### src/i3pr_pkg.sv
// Shared types and constants for the ID3 frame payload rewriter.
// No dependencies; imported by every module of the block.
package i3pr_pkg;

    localparam int HEADER_BYTES  = 10;
    localparam int MAX_NEW_BYTES = 32;

    localparam int BYTE_W = 8;
    localparam int LEN_W  = 6;                        // replacement length 0..32
    localparam int IDX_W  = $clog2(MAX_NEW_BYTES);    // replacement byte index
    localparam int TEXT_W = MAX_NEW_BYTES * BYTE_W;   // all replacement bytes

    localparam int FIFO_DEPTH = 4;
    localparam int FIFO_PTR_W = $clog2(FIFO_DEPTH);
    localparam int FIFO_CNT_W = $clog2(FIFO_DEPTH + 1);

    // configuration register indexes
    localparam logic [2:0] CFG_TARGET_ID = 3'd0;
    localparam logic [2:0] CFG_NEW_LEN   = 3'd1;
    localparam logic [2:0] CFG_WORD0     = 3'd2;
    localparam logic [2:0] CFG_WORD1     = 3'd3;
    localparam logic [2:0] CFG_WORD2     = 3'd4;
    localparam logic [2:0] CFG_WORD3     = 3'd5;

    localparam logic [31:0] TARGET_ID_RST = 32'h5449_5432;

    // one command from the parser to the output side
    typedef struct packed {
        logic [BYTE_W-1:0] data;
        logic              rep;    // byte of the rewritten frame, after its ID
        logic              burst;  // encoding byte followed by replacement bytes
    } t_cmd;

    typedef struct packed {
        logic                  full;
        logic                  empty;
        logic [FIFO_CNT_W-1:0] count;
    } t_fifo_stat;

endpackage

### src/i3pr_front.sv
// Frame parser: tracks tag header and frame fields, issues one command per
// byte that produces output. Depends on i3pr_pkg.
module i3pr_front
    import i3pr_pkg::*;
(
    input  logic              i_clk,
    input  logic              i_rst_n,
    input  logic              i_accept,
    input  logic [BYTE_W-1:0] i_byte,
    input  logic              i_sof,
    input  logic [31:0]       i_target_id,
    input  logic [LEN_W-1:0]  i_eff_len,
    output logic              o_push,
    output t_cmd              o_cmd
);

    localparam logic [2:0] PH_HEADER = 3'd0;
    localparam logic [2:0] PH_ID     = 3'd1;
    localparam logic [2:0] PH_SIZE   = 3'd2;
    localparam logic [2:0] PH_FLAGS  = 3'd3;
    localparam logic [2:0] PH_ENC    = 3'd4;
    localparam logic [2:0] PH_DATA   = 3'd5;
    localparam logic [2:0] PH_PASS   = 3'd6;

    logic [2:0]  r_phase, n_phase, w_phase;
    logic [31:0] r_cnt, n_cnt, w_cnt;
    logic [31:0] r_id, n_id, w_id;
    logic [31:0] r_size, n_size, w_size;
    logic        r_match, n_match, w_match;
    logic        r_done, n_done, w_done;
    logic [31:0] w_cnt_inc;
    logic [31:0] w_remaining;
    logic [7:0]  w_new_size;

    // start of file clears the parse state before this byte is handled
    assign w_phase = i_sof ? PH_HEADER : r_phase;
    assign w_cnt   = i_sof ? 32'd0 : r_cnt;
    assign w_id    = i_sof ? 32'd0 : r_id;
    assign w_size  = i_sof ? 32'd0 : r_size;
    assign w_match = i_sof ? 1'b0 : r_match;
    assign w_done  = i_sof ? 1'b0 : r_done;

    assign w_cnt_inc   = w_cnt + 32'd1;
    assign w_remaining = (w_size == 32'd0) ? 32'd0 : w_size - 32'd1;
    assign w_new_size  = 8'(i_eff_len) + 8'd1;

    always_comb begin
        n_phase = w_phase;
        n_cnt   = w_cnt;
        n_id    = w_id;
        n_size  = w_size;
        n_match = w_match;
        n_done  = w_done;
        o_push  = 1'b1;
        o_cmd.data  = i_byte;
        o_cmd.rep   = 1'b0;
        o_cmd.burst = 1'b0;
        unique case (w_phase)
            PH_HEADER: begin
                n_cnt = w_cnt_inc;
                if (w_cnt_inc >= 32'(HEADER_BYTES)) begin
                    n_phase = PH_ID;
                    n_cnt   = 32'd0;
                end
            end
            PH_ID: begin
                n_id  = {w_id[23:0], i_byte};
                n_cnt = w_cnt_inc;
                if (w_cnt_inc >= 32'd4) begin
                    n_cnt   = 32'd0;
                    n_phase = PH_SIZE;
                    n_match = !w_done && ({w_id[23:0], i_byte} == i_target_id);
                    if (n_match) begin
                        n_done = 1'b1;
                    end
                end
            end
            PH_SIZE: begin
                n_size = {w_size[23:0], i_byte};
                if (w_match) begin
                    // new size is at most 33, so only the last size byte is non-zero
                    o_cmd.data = (w_cnt[1:0] == 2'd3) ? w_new_size : 8'd0;
                    o_cmd.rep  = 1'b1;
                end
                n_cnt = w_cnt_inc;
                if (w_cnt_inc >= 32'd4) begin
                    n_cnt   = 32'd0;
                    n_phase = PH_FLAGS;
                end
            end
            PH_FLAGS: begin
                o_cmd.rep = w_match;
                n_cnt     = w_cnt_inc;
                if (w_cnt_inc >= 32'd2) begin
                    n_cnt   = 32'd0;
                    n_phase = PH_ENC;
                end
            end
            PH_ENC: begin
                o_cmd.rep   = w_match;
                o_cmd.burst = w_match;
                n_cnt       = w_remaining;
                if (w_remaining == 32'd0) begin
                    n_phase = w_match ? PH_PASS : PH_ID;
                end else begin
                    n_phase = PH_DATA;
                end
            end
            PH_DATA: begin
                o_push = !w_match;   // data of the rewritten frame is dropped
                n_cnt  = (w_cnt != 32'd0) ? w_cnt - 32'd1 : 32'd0;
                if (n_cnt == 32'd0) begin
                    n_phase = w_match ? PH_PASS : PH_ID;
                end
            end
            default: begin
                // pass-through, also for the unused code
            end
        endcase
    end

    always_ff @(posedge i_clk) begin
        if (!i_rst_n) begin
            r_phase <= PH_HEADER;
            r_cnt   <= 32'd0;
            r_id    <= 32'd0;
            r_size  <= 32'd0;
            r_match <= 1'b0;
            r_done  <= 1'b0;
        end else if (i_accept) begin
            r_phase <= n_phase;
            r_cnt   <= n_cnt;
            r_id    <= n_id;
            r_size  <= n_size;
            r_match <= n_match;
            r_done  <= n_done;
        end
    end

endmodule

### src/i3pr_fifo.sv
// Short command queue between parser and output side.
// Depends on i3pr_pkg.
module i3pr_fifo
    import i3pr_pkg::*;
(
    input  logic       i_clk,
    input  logic       i_rst_n,
    input  logic       i_push,
    input  t_cmd       i_cmd,
    input  logic       i_pop,
    output t_cmd       o_cmd,
    output t_fifo_stat o_stat
);

    t_cmd                  r_mem [FIFO_DEPTH];
    logic [FIFO_PTR_W-1:0] r_wr_ptr;
    logic [FIFO_PTR_W-1:0] r_rd_ptr;
    logic [FIFO_CNT_W-1:0] r_count;
    logic                  w_do_push;
    logic                  w_do_pop;

    assign o_stat.full  = (r_count == FIFO_CNT_W'(FIFO_DEPTH));
    assign o_stat.empty = (r_count == '0);
    assign o_stat.count = r_count;

    assign w_do_push = i_push && !o_stat.full;
    assign w_do_pop  = i_pop && !o_stat.empty;
    assign o_cmd     = r_mem[r_rd_ptr];

    always_ff @(posedge i_clk) begin
        if (w_do_push) begin
            r_mem[r_wr_ptr] <= i_cmd;
        end
    end

    always_ff @(posedge i_clk) begin
        if (!i_rst_n) begin
            r_wr_ptr <= '0;
            r_rd_ptr <= '0;
            r_count  <= '0;
        end else begin
            if (w_do_push) begin
                r_wr_ptr <= r_wr_ptr + 1'b1;
            end
            if (w_do_pop) begin
                r_rd_ptr <= r_rd_ptr + 1'b1;
            end
            if (w_do_push && !w_do_pop) begin
                r_count <= r_count + 1'b1;
            end else if (!w_do_push && w_do_pop) begin
                r_count <= r_count - 1'b1;
            end
        end
    end

endmodule

### src/i3pr_back.sv
// Output side: turns queued commands into output words, expanding the
// replacement burst. Depends on i3pr_pkg.
module i3pr_back
    import i3pr_pkg::*;
(
    input  logic              i_clk,
    input  logic              i_rst_n,
    input  t_cmd              i_cmd,
    input  logic              i_empty,
    output logic              o_pop,
    input  logic [LEN_W-1:0]  i_eff_len,
    input  logic [TEXT_W-1:0] i_text,
    output logic              o_busy,
    output logic              o_valid,
    input  logic              i_ready,
    output logic [BYTE_W-1:0] o_byte,
    output logic              o_last,
    output logic              o_rep
);

    logic              r_valid, n_valid;
    logic [BYTE_W-1:0] r_byte, n_byte;
    logic              r_last, n_last;
    logic              r_rep, n_rep;
    logic [LEN_W-1:0]  r_left, n_left;
    logic [IDX_W-1:0]  r_idx, n_idx;
    logic              w_adv;

    assign w_adv  = !r_valid || i_ready;
    assign o_busy = (r_left != '0);

    always_comb begin
        n_valid = r_valid;
        n_byte  = r_byte;
        n_last  = r_last;
        n_rep   = r_rep;
        n_left  = r_left;
        n_idx   = r_idx;
        o_pop   = 1'b0;
        if (w_adv) begin
            if (r_left != '0) begin
                n_valid = 1'b1;
                n_byte  = i_text[{r_idx, 3'b000} +: BYTE_W];
                n_rep   = 1'b1;
                n_last  = (r_left == LEN_W'(1));
                n_left  = r_left - 1'b1;
                n_idx   = r_idx + 1'b1;
            end else if (!i_empty) begin
                o_pop   = 1'b1;
                n_valid = 1'b1;
                n_byte  = i_cmd.data;
                n_rep   = i_cmd.rep;
                n_idx   = '0;
                if (i_cmd.burst) begin
                    n_left = i_eff_len;
                    n_last = (i_eff_len == '0);
                end else begin
                    n_left = '0;
                    n_last = 1'b1;
                end
            end else begin
                n_valid = 1'b0;
            end
        end
    end

    always_ff @(posedge i_clk) begin
        if (!i_rst_n) begin
            r_valid <= 1'b0;
            r_left  <= '0;
            r_idx   <= '0;
        end else begin
            r_valid <= n_valid;
            r_left  <= n_left;
            r_idx   <= n_idx;
        end
    end

    always_ff @(posedge i_clk) begin
        r_byte <= n_byte;
        r_last <= n_last;
        r_rep  <= n_rep;
    end

    assign o_valid = r_valid;
    assign o_byte  = r_byte;
    assign o_last  = r_last;
    assign o_rep   = r_rep;

endmodule

### src/id3_frame_payload_rewriter_top.sv
// ID3v2.3 frame payload rewriter, top level: config registers, parser,
// command queue and output side. Depends on i3pr_pkg and all i3pr_ modules.
// An accepted input word passes the command queue, then the output register.
// One input word per cycle while the queue has room; the encoding byte of the
// rewritten frame is followed by its replacement bytes from the single output register.
// Reset: synchronous active-low; clears parse state, queue and output valid.
module id3_frame_payload_rewriter_top
    import i3pr_pkg::*;
(
    input  logic              i_clk,
    input  logic              i_rst_n,
    // input words
    input  logic              i_valid,
    output logic              o_ready,
    input  logic [BYTE_W-1:0] i_in_byte,
    input  logic              i_start_of_file,
    // output words
    output logic              o_valid,
    input  logic              i_ready,
    output logic [BYTE_W-1:0] o_out_byte,
    output logic              o_last_of_run,
    output logic              o_replaced,
    // configuration writes
    input  logic              i_cfg_wr_en,
    input  logic [2:0]        i_cfg_index,
    input  logic [63:0]       i_cfg_wdata
);

    // Configuration registers
    logic [31:0]      r_target_id;
    logic [LEN_W-1:0] r_new_len;
    logic [63:0]      r_word0, r_word1, r_word2, r_word3;

    always_ff @(posedge i_clk) begin
        if (!i_rst_n) begin
            r_target_id <= TARGET_ID_RST;
            r_new_len   <= '0;
            r_word0     <= '0;
            r_word1     <= '0;
            r_word2     <= '0;
            r_word3     <= '0;
        end else if (i_cfg_wr_en) begin
            unique case (i_cfg_index)
                CFG_TARGET_ID: r_target_id <= i_cfg_wdata[31:0];
                CFG_NEW_LEN:   r_new_len   <= i_cfg_wdata[LEN_W-1:0];
                CFG_WORD0:     r_word0     <= i_cfg_wdata;
                CFG_WORD1:     r_word1     <= i_cfg_wdata;
                CFG_WORD2:     r_word2     <= i_cfg_wdata;
                CFG_WORD3:     r_word3     <= i_cfg_wdata;
                default: begin
                    // unknown index: write dropped
                end
            endcase
        end
    end

    // Length saturates at the replacement buffer size; used both for the
    // rewritten size field and for the number of burst bytes.
    logic [LEN_W-1:0]  w_eff_len;
    logic [TEXT_W-1:0] w_text;

    assign w_eff_len = (r_new_len > LEN_W'(MAX_NEW_BYTES)) ? LEN_W'(MAX_NEW_BYTES) : r_new_len;
    assign w_text    = {r_word3, r_word2, r_word1, r_word0};

    // Front: parser. Takes a word whenever the queue has room.
    logic       w_in_accept;
    logic       w_push;
    t_cmd       w_push_cmd;
    t_cmd       w_head_cmd;
    t_fifo_stat w_fifo_stat;
    logic       w_pop;
    logic       w_busy;

    assign o_ready     = !w_fifo_stat.full;
    assign w_in_accept = i_valid && o_ready;

    i3pr_front u_front (
        .i_clk       (i_clk),
        .i_rst_n     (i_rst_n),
        .i_accept    (w_in_accept),
        .i_byte      (i_in_byte),
        .i_sof       (i_start_of_file),
        .i_target_id (r_target_id),
        .i_eff_len   (w_eff_len),
        .o_push      (w_push),
        .o_cmd       (w_push_cmd)
    );

    // Queue: lets the parser keep taking words during a replacement burst
    i3pr_fifo u_fifo (
        .i_clk   (i_clk),
        .i_rst_n (i_rst_n),
        .i_push  (w_push && w_in_accept),
        .i_cmd   (w_push_cmd),
        .i_pop   (w_pop),
        .o_cmd   (w_head_cmd),
        .o_stat  (w_fifo_stat)
    );

    // Back: output register and burst expansion
    i3pr_back u_back (
        .i_clk     (i_clk),
        .i_rst_n   (i_rst_n),
        .i_cmd     (w_head_cmd),
        .i_empty   (w_fifo_stat.empty),
        .o_pop     (w_pop),
        .i_eff_len (w_eff_len),
        .i_text    (w_text),
        .o_busy    (w_busy),
        .o_valid   (o_valid),
        .i_ready   (i_ready),
        .o_byte    (o_out_byte),
        .o_last    (o_last_of_run),
        .o_rep     (o_replaced)
    );

    // Checks
    a_fifo_bound: assert property (@(posedge i_clk) disable iff (!i_rst_n)
        w_fifo_stat.count <= FIFO_CNT_W'(FIFO_DEPTH))
        else $error("command queue overfilled");

    a_burst_valid: assert property (@(posedge i_clk) disable iff (!i_rst_n)
        w_busy |-> o_valid)
        else $error("burst pending without a word on the output");

    a_burst_cont: assert property (@(posedge i_clk) disable iff (!i_rst_n)
        (o_valid && i_ready && !o_last_of_run) |=> o_valid)
        else $error("run broken before its last word");

    a_plain_single: assert property (@(posedge i_clk) disable iff (!i_rst_n)
        (o_valid && !o_replaced) |-> o_last_of_run)
        else $error("pass-through word not marked last");

endmodule
### config.mk
export PLATFORM = sky130hd
export DESIGN_NAME = id3_frame_payload_rewriter_top
export DESIGN_NICKNAME = d
export VERILOG_FILES = /design/src/i3pr_pkg.sv /design/src/i3pr_front.sv /design/src/i3pr_fifo.sv /design/src/i3pr_back.sv /design/src/id3_frame_payload_rewriter_top.sv
export SDC_FILE = /design/constraint.sdc
export NUM_CORES = 1
export LEC_CHECK = 0
export BUFFER_PORTS_ARGS = -buffer_cell sky130_fd_sc_hd__buf_2
export CAP_MARGIN = 25
export CORE_MARGIN = 2
export CORE_UTILIZATION = 35
export CTS_CLUSTER_SIZE = 8
export DETAILED_ROUTE_END_ITERATION = 8
export GPL_TIMING_DRIVEN = 0
export PLACE_DENSITY = 0.58
export SYNTH_ARGS = -nofsm -noshare
export SYNTH_HDL_FRONTEND = slang
export SYNTH_SLANG_ARGS = --single-unit
export TNS_END_PERCENT = 50
### constraint.sdc
create_clock -name i_clk -period 6.95 [get_ports i_clk]
set_input_delay 1.39 -clock i_clk [delete_from_list [all_inputs] [get_ports i_clk]]
set_output_delay 1.39 -clock i_clk [all_outputs]
set_load 0.02 [all_outputs]
== Yosys cells after proc, flatten, opt, wreduce, memory -nomap -nowiden ==
Memories as Yosys holds them, arrays and structs flattened. A register that Yosys moved wholly into a read port is not among the register bits.
Cells that the tools add are included.

* Add/subtract/negate cells: 10
* $lt $le $gt $ge: 4
* Equal/unequal tests: 15
* Shift-type cells: 1
* Muxes and demuxes: 55
* Reduce and logical (&&, ||, !) cells: 34

{| class="wikitable"
|+ Operators with widths
! kind !! number
|-
| 2-to-1 mux 32 bit || 8
|-
| indexed part select 256 x 9 -> 8 bit || 1
|-
| case mux 32 bit (5 select lines) || 1
|-
| zero test 32 bit || 3
|-
| subtractor 32 x 1 -> 32 bit (second input constant) || 2
|-
| 2-to-1 mux 24 bit || 2
|-
| adder 32 x 1 -> 32 bit (second input constant) || 1
|-
| == test 32 bit || 1
|-
| greater-or-equal comparator 32 x 2 -> 1 bit (second input constant) || 1
|-
| greater-or-equal comparator 32 x 3 -> 1 bit (second input constant) || 1
|-
| greater-or-equal comparator 32 x 4 -> 1 bit (second input constant) || 1
|-
| 2-to-1 mux 8 bit || 4
|-
| nonzero test 32 bit || 1
|-
| 2-to-1 mux 3 bit || 10
|-
| 2-to-1 mux 6 bit || 4
|-
| 2-to-1 mux 1 bit || 19
|-
| case mux 3 bit (6 select lines) || 1
|-
| == test 3 bit (second input constant) || 5
|-
| AND reduction 2 bit || 7
|-
| == test 3 x 2 -> 1 bit (second input constant) || 4
|-
| 2-to-1 mux 5 bit || 2
|-
| zero test 3 bit || 3
|-
| 2-to-1 mux 9 bit || 1
|-
| adder 6 x 1 -> 7 bit (second input constant) || 1
|-
| other kinds (19) || 35
|}

* Register bits after elaboration: 416
* Bits in writable memories: 40
* Output and inout bits: 12
* Memories: 1

{| class="wikitable"
|+ Memories
! name !! words !! bits a word !! read ports !! clocked after memory_dff !! write ports !! RTL line !! RTL
|-
| u_fifo.r_mem || 4 || 10 || 1 || 1 || 1 || i3pr_fifo.sv:15 || <nowiki>t_cmd r_mem [FIFO_DEPTH];</nowiki>
|}

== Logic depth before layout (Yosys ltp) ==
* Word-level depth: 9
* Depth in mapped cells: 17

== Hierarchy ==
From an unflattened synthesis, not the netlist that was laid out.

* Cells, all modules: 2522
* Area, all modules: 23830.4 um^2

{| class="wikitable"
|+ Modules (own cells, without submodules)
! module !! times used !! cells each !! area an instance (um^2)
|-
| id3_frame_payload_rewriter_top || 1 || 1046 || 10879.2
|-
| i3pr_front || 1 || 1076 || 7821.3
|-
| i3pr_back || 1 || 300 || 3205.6
|-
| i3pr_fifo || 1 || 100 || 1924.3
|}

== Worst setup path after synthesis ==
Ideal clock, no wire load.

* Path kind: input port to flip-flop
* Start point: input port i_start_of_file
* End point: register u_front.r_phase[0]
* Setup time: 0.125 ns
* Arrival: 4.619 ns
* Data required time: 6.825 ns
* Setup slack: 2.205 ns
* Cell stages on the path: 17
* Cells stage by stage: buf_4 clkinv_1 clkbuf_1 clkbuf_1 nand2_1 inv_1 ha_1 clkbuf_1 and3_1 nand2b_1 nor4_1 mux2i_1 a41oi_1 nor4_2 a21oi_1 nor4_2 a31oi_1

* Longest elaborated chain between the ends: 6
* Elaborated cells on any way between the ends: 30
* Those cells by class: add/sub (3); order compare (3); eq/ne (5); mux (14); reduce/logical (5)

{| class="wikitable"
|+ Ends and longest elaborated chain
! element !! RTL line !! RTL
|-
| start, declared || id3_frame_payload_rewriter_top.sv:16 || <nowiki>input logic i_start_of_file,</nowiki>
|-
| branches (longest 5 deep; another with adder 32 x 1 -> 32 bit) || - ||
|-
| case mux 3 bit (6 select lines) * || i3pr_front.sv:58 || <nowiki>unique case (w_phase)</nowiki>
|-
| end signal, assigned || i3pr_front.sv:131 || <nowiki>r_phase <= n_phase;</nowiki>
|-
| end, declared || i3pr_front.sv:25 || <nowiki>logic [2:0] r_phase, n_phase, w_phase;</nowiki>
|}

Mark *: on every way between the ends.
A chain may end at the register's enable or synchronous reset.

== Final worst setup path ==
* Start point: input port i_start_of_file
* End point: register u_front.r_cnt[3]

* Longest elaborated chain between the ends: 5
* Elaborated cells on any way between the ends: 24
* Those cells by class: add/sub (3); order compare (3); eq/ne (5); mux (9); reduce/logical (4)

{| class="wikitable"
|+ Ends and longest elaborated chain
! element !! RTL line !! RTL
|-
| 2-to-1 mux 32 bit || i3pr_front.sv:37 || <nowiki>assign w_cnt = i_sof ? 32'd0 : r_cnt;</nowiki>
|-
| adder 32 x 1 -> 32 bit || i3pr_front.sv:43 || <nowiki>assign w_cnt_inc = w_cnt + 32'd1;</nowiki>
|-
| greater-or-equal comparator 32 x 2 -> 1 bit, or another cell as far along || i3pr_front.sv:94 || <nowiki>if (w_cnt_inc >= 32'd2) begin</nowiki>
|-
| 2-to-1 mux 32 bit (on tied branches) || - ||
|-
| case mux 32 bit (5 select lines) * || i3pr_front.sv:58 ||
|-
| end signal, assigned || i3pr_front.sv:132 || <nowiki>r_cnt <= n_cnt;</nowiki>
|-
| end, declared || i3pr_front.sv:26 || <nowiki>logic [31:0] r_cnt, n_cnt, w_cnt;</nowiki>
|}

Every way passes the cells marked *; elsewhere a longest branch is shown, timed or not.

==> results.cfg <==
[status]
outcome = finished, final reports clean

[synth]
ys_async_sr_fraction_pct = 0
synth_top_flop_cell = dfxtp_1
syn_area_um2 = 23300
avgSynthCellArea_um2 = 8.83
ys.warnings.count = 0
ys_ff_latch = 458
yosysSeqAreaShare_pct = 41.4
postSynthCellCount = 2644
synth_cell_types = 79
syn-num-nets = 2740
synth_edf_count = 50

[worst_setup_path]
rrSetupSlack_ns = 2.48
cpMaxStageDelayCell = nor4_2
slowest_delay_ns = 0.85
cp_cell_sequence = buf_2 -> buf_4 -> clkinv_1 -> clkbuf_1 -> clkbuf_1 -> nand2_1 -> inv_1 -> ha_1 -> clkbuf_1 -> and3_1 -> nand2b_1 -> nor4_1 -> mux2i_1 -> a41oi_1 -> nor4_2 -> o21ai_0 -> nor3_1 -> o221a_2
critPathKind = primary input to flip-flop
cp.depth = 18
reg2reg_depth = 13
path_buf_inv = 7
r2r_start = u_front.r_cnt[0]
crit_path_start_kind = primary input
critPathTopFamily = simple AND/OR/NAND/NOR gates
path_max_fanout = 10
r2r-end = u_front.r_cnt[3]
endpoint_kind = flip-flop
cp.arrival_ns = 7.27
cp.required_ns = 7.51
crit_path_frequent_cell = clkbuf_1

[power]
clkPwrFrac_pct = 39.0
power_uw = 7830
combPwrFrac_pct = 23.0
power_density_nw_per_um2 = 292
seqPwrFrac_pct = 38.0
leakage_uw = 0.00904
intPower_uw = 5280
switching_share_pct = 32.6
max-vdd-ir-drop_v = 0.000183
p_switching_uw = 2550

[routing]
wl_per_cell_um = 23.7
drc = 0
ant_nets = 0
first_pass_iters = 6
drt-total-wl_um = 87300
num_vias = 21200
drt_iter0_markers = 1956
via_per_inst = 5.74

[placement]
place_ws_ns = 0.0306
dp_hpwl_um = 63100
io_buffers = 89
place_congestion = 0.962
placed_area_um2 = 24900
dp.cells = 3599

[floorplan]
die_w_um = 262
ios = 93
num_rows = 94
die_area_um2 = 68800
die_h_um = 262
design.core.area_um2 = 65900
start_util_pct = 35.4

[sta]
setup_viol = 0
maxSlewHeadroom_pct = 25.8
rsz0062_at_grt = false
worst_slew_pin_slew_ns = 1.11
hold_viol_final = 0
final.period_utilization_pct = 96.5
fin_ws_ns = 0.241
maxSlewViolCount = 0
tns_ns = 0
fmax_mhz = 149
clock_skew_ns = 0.0273
fin_crit_ns = 6.71

[clock_network]
cts-buffers-inserted = 67
cts_root_buffer = clkbuf_16
clkSinkCount = 458
insertion_delay_ns = 0.62
cts_hold_repair.buffers = 0
clockBufferDepth = 3
cts_resized = 0
h-tree-depth = 3
cts_tree = yes
postCtsSetupRepairBufs = 0
clk_pin_slew_ns = 0.06

[finish]
area_growth_pct = 15.0
fin_cells = 3689
layout_common_cells = nand2_1, dfxtp_1, a21boi_0, clkbuf_1, buf_2
n_antenna_cell = 0
final_nets = 2903
final_common_cell = nand2_1
postLayoutCellArea_um2 = 26800
final_layout_size_suffix_gt1_share_pct = 11.3

[global_route]
grt_pass1_wl_um = 130000
grt_max_degree = 18
grt-ovfl-total = 0
antenna_found_initial = 2
grt_pass1_vias = 20600
grt_use_total_pct = 24.7

[hold_path]
hold_start = r_word0[36]
hold_class = flip-flop to flip-flop
hold_depth = 2
hold_path_end = r_word0[36]

[job]
cap_violations = 0
## cell type report
| type | instances | area [µm²] |
|---|---|---|
| Buffer | 221 | 922 |
| Tap cell | 864 | 1080 |
| Clock buffer | 80 | 1750 |
| Clock inverter | 7 | 166 |
| Multi-Input combinational cell | 1935 | 12600 |
| Timing Repair Buffer | 94 | 503 |
| Sequential cell | 458 | 9670 |
| Fill cell | 6639 | 39000 |
| Inverter | 30 | 113 |
## through the flow
stage / hold WS [ns] / util [%]
floorplan: 0.440 / -
detailed placement: 0.457 / 37.8
global route: 0.475 / 40.7
finish: 0.460 / 40.7
CTS: 0.462 / 40.7
global placement: 0.447 / 37.7
## sequential cells by signal (all words and copies together), names as in the netlist, named ones only
name / count
r_word3: 64
r_word2: 64
u_front.r_cnt: 32
u_front.r_phase: 3
r_target_id: 32
u_front.r_match: 1
u_back.r_left: 6
u_front.r_done: 1
u_fifo.r_wr_ptr: 2
u_back.o_valid: 1
u_front.r_size: 32
u_front.r_id: 24
r_word1: 64
u_fifo.r_mem: 40
u_back.o_last: 1
u_back.r_idx: 5
u_fifo.r_count: 3
r_word0: 64
u_fifo.r_rd_ptr: 2
u_back.o_rep: 1
r_new_len: 6
u_back.o_byte: 8
## Yosys cell counts, drive strengths merged (13+ instances only)
| library cell | number | share of area [%] |
|---|---|---|
| buf | 33 | 0.91 |
| or3 | 16 | 0.43 |
| a31oi | 35 | 0.94 |
| clkbuf | 188 | 3.0 |
| and2 | 22 | 0.59 |
| nand2b | 17 | 0.46 |
| inv | 28 | 0.45 |
| a21oi | 46 | 0.99 |
| nor3 | 53 | 1.1 |
| xnor2 | 45 | 1.7 |
| nand3 | 50 | 1.1 |
| edfxtp | 50 | 6.4 |
| o211a | 13 | 0.56 |
| o21ai | 80 | 1.7 |
| nor2b | 79 | 2.1 |
| o31ai | 13 | 0.42 |
| nand2 | 656 | 11 |
| nand4 | 32 | 0.86 |
| ha | 14 | 0.75 |
| nor2 | 93 | 1.5 |
| a21boi | 279 | 9.0 |
| xor2 | 19 | 0.71 |
| a22oi | 56 | 1.8 |
| nor4 | 43 | 1.4 |
| dfxtp | 408 | 35 |
| mux4 | 90 | 8.7 |
| or2 | 13 | 0.35 |
| mux2i | 26 | 1.1 |
## layer usage
metal	global-route usage [%]	wire length (µm)	vias to the layer above
met5	0	0	-
met4	11.0	3610	0
met3	4.10	6730	197
met2	40.0	40500	938
met1	32.2	36400	10300
li1	-	-	9694
## worst max path at each step
| stage | from | slack [ns] | endpoint |
|---|---|---|---|
| detailed placement | i_start_of_file | 0.03 | u_front.r_cnt[3] |
| floorplan | i_start_of_file | 2.21 | u_front.r_phase[0] |
| global placement | i_start_of_file | 0.06 | u_front.r_cnt[3] |
| CTS | i_start_of_file | 0.66 | u_front.r_cnt[3] |
| global route | i_start_of_file | 0.16 | u_front.r_cnt[3] |
| finish | i_start_of_file | 0.24 | u_front.r_cnt[3] |
## power groups by stage
stage	Sequential (µW)	Clock, µW	Combinational (µW)
floorplan	3030	0	1140
finish	2980	3060	1800
global placement	3030	0	1730
global route	2990	3210	1940
detailed placement	3030	0	1760
CTS	2980	3090	1770
## cells by family (layout without fill, tap and decap cells)
logic type	after synthesis	after routing	share of synthesized area [%]
multiplexers	117	117	9.85
buffers and inverters	251	432	4.43
flip-flops	458	458	41.4
adder cells (fa/ha/maj)	15	15	0.836
XOR/XNOR	64	64	2.40
AO/OA/AOI/OAI	614	614	18.9
AND/OR/NAND/NOR	1125	1125	22.2
## worst register-to-register path: stages (launching register included)
cell and delay [ns]:
dfxtp_1 0.45, nand2_1 0.14, inv_1 0.14, ha_1 0.15, clkbuf_1 0.34, and3_1 0.38
nand2b_1 0.15, nor4_1 0.49, mux2i_1 0.25, a41oi_1 0.17, nor4_2 0.85, o21ai_0 0.35
nor3_1 0.31, o221a_2 0.23
Power figures use the tool's default switching activity.
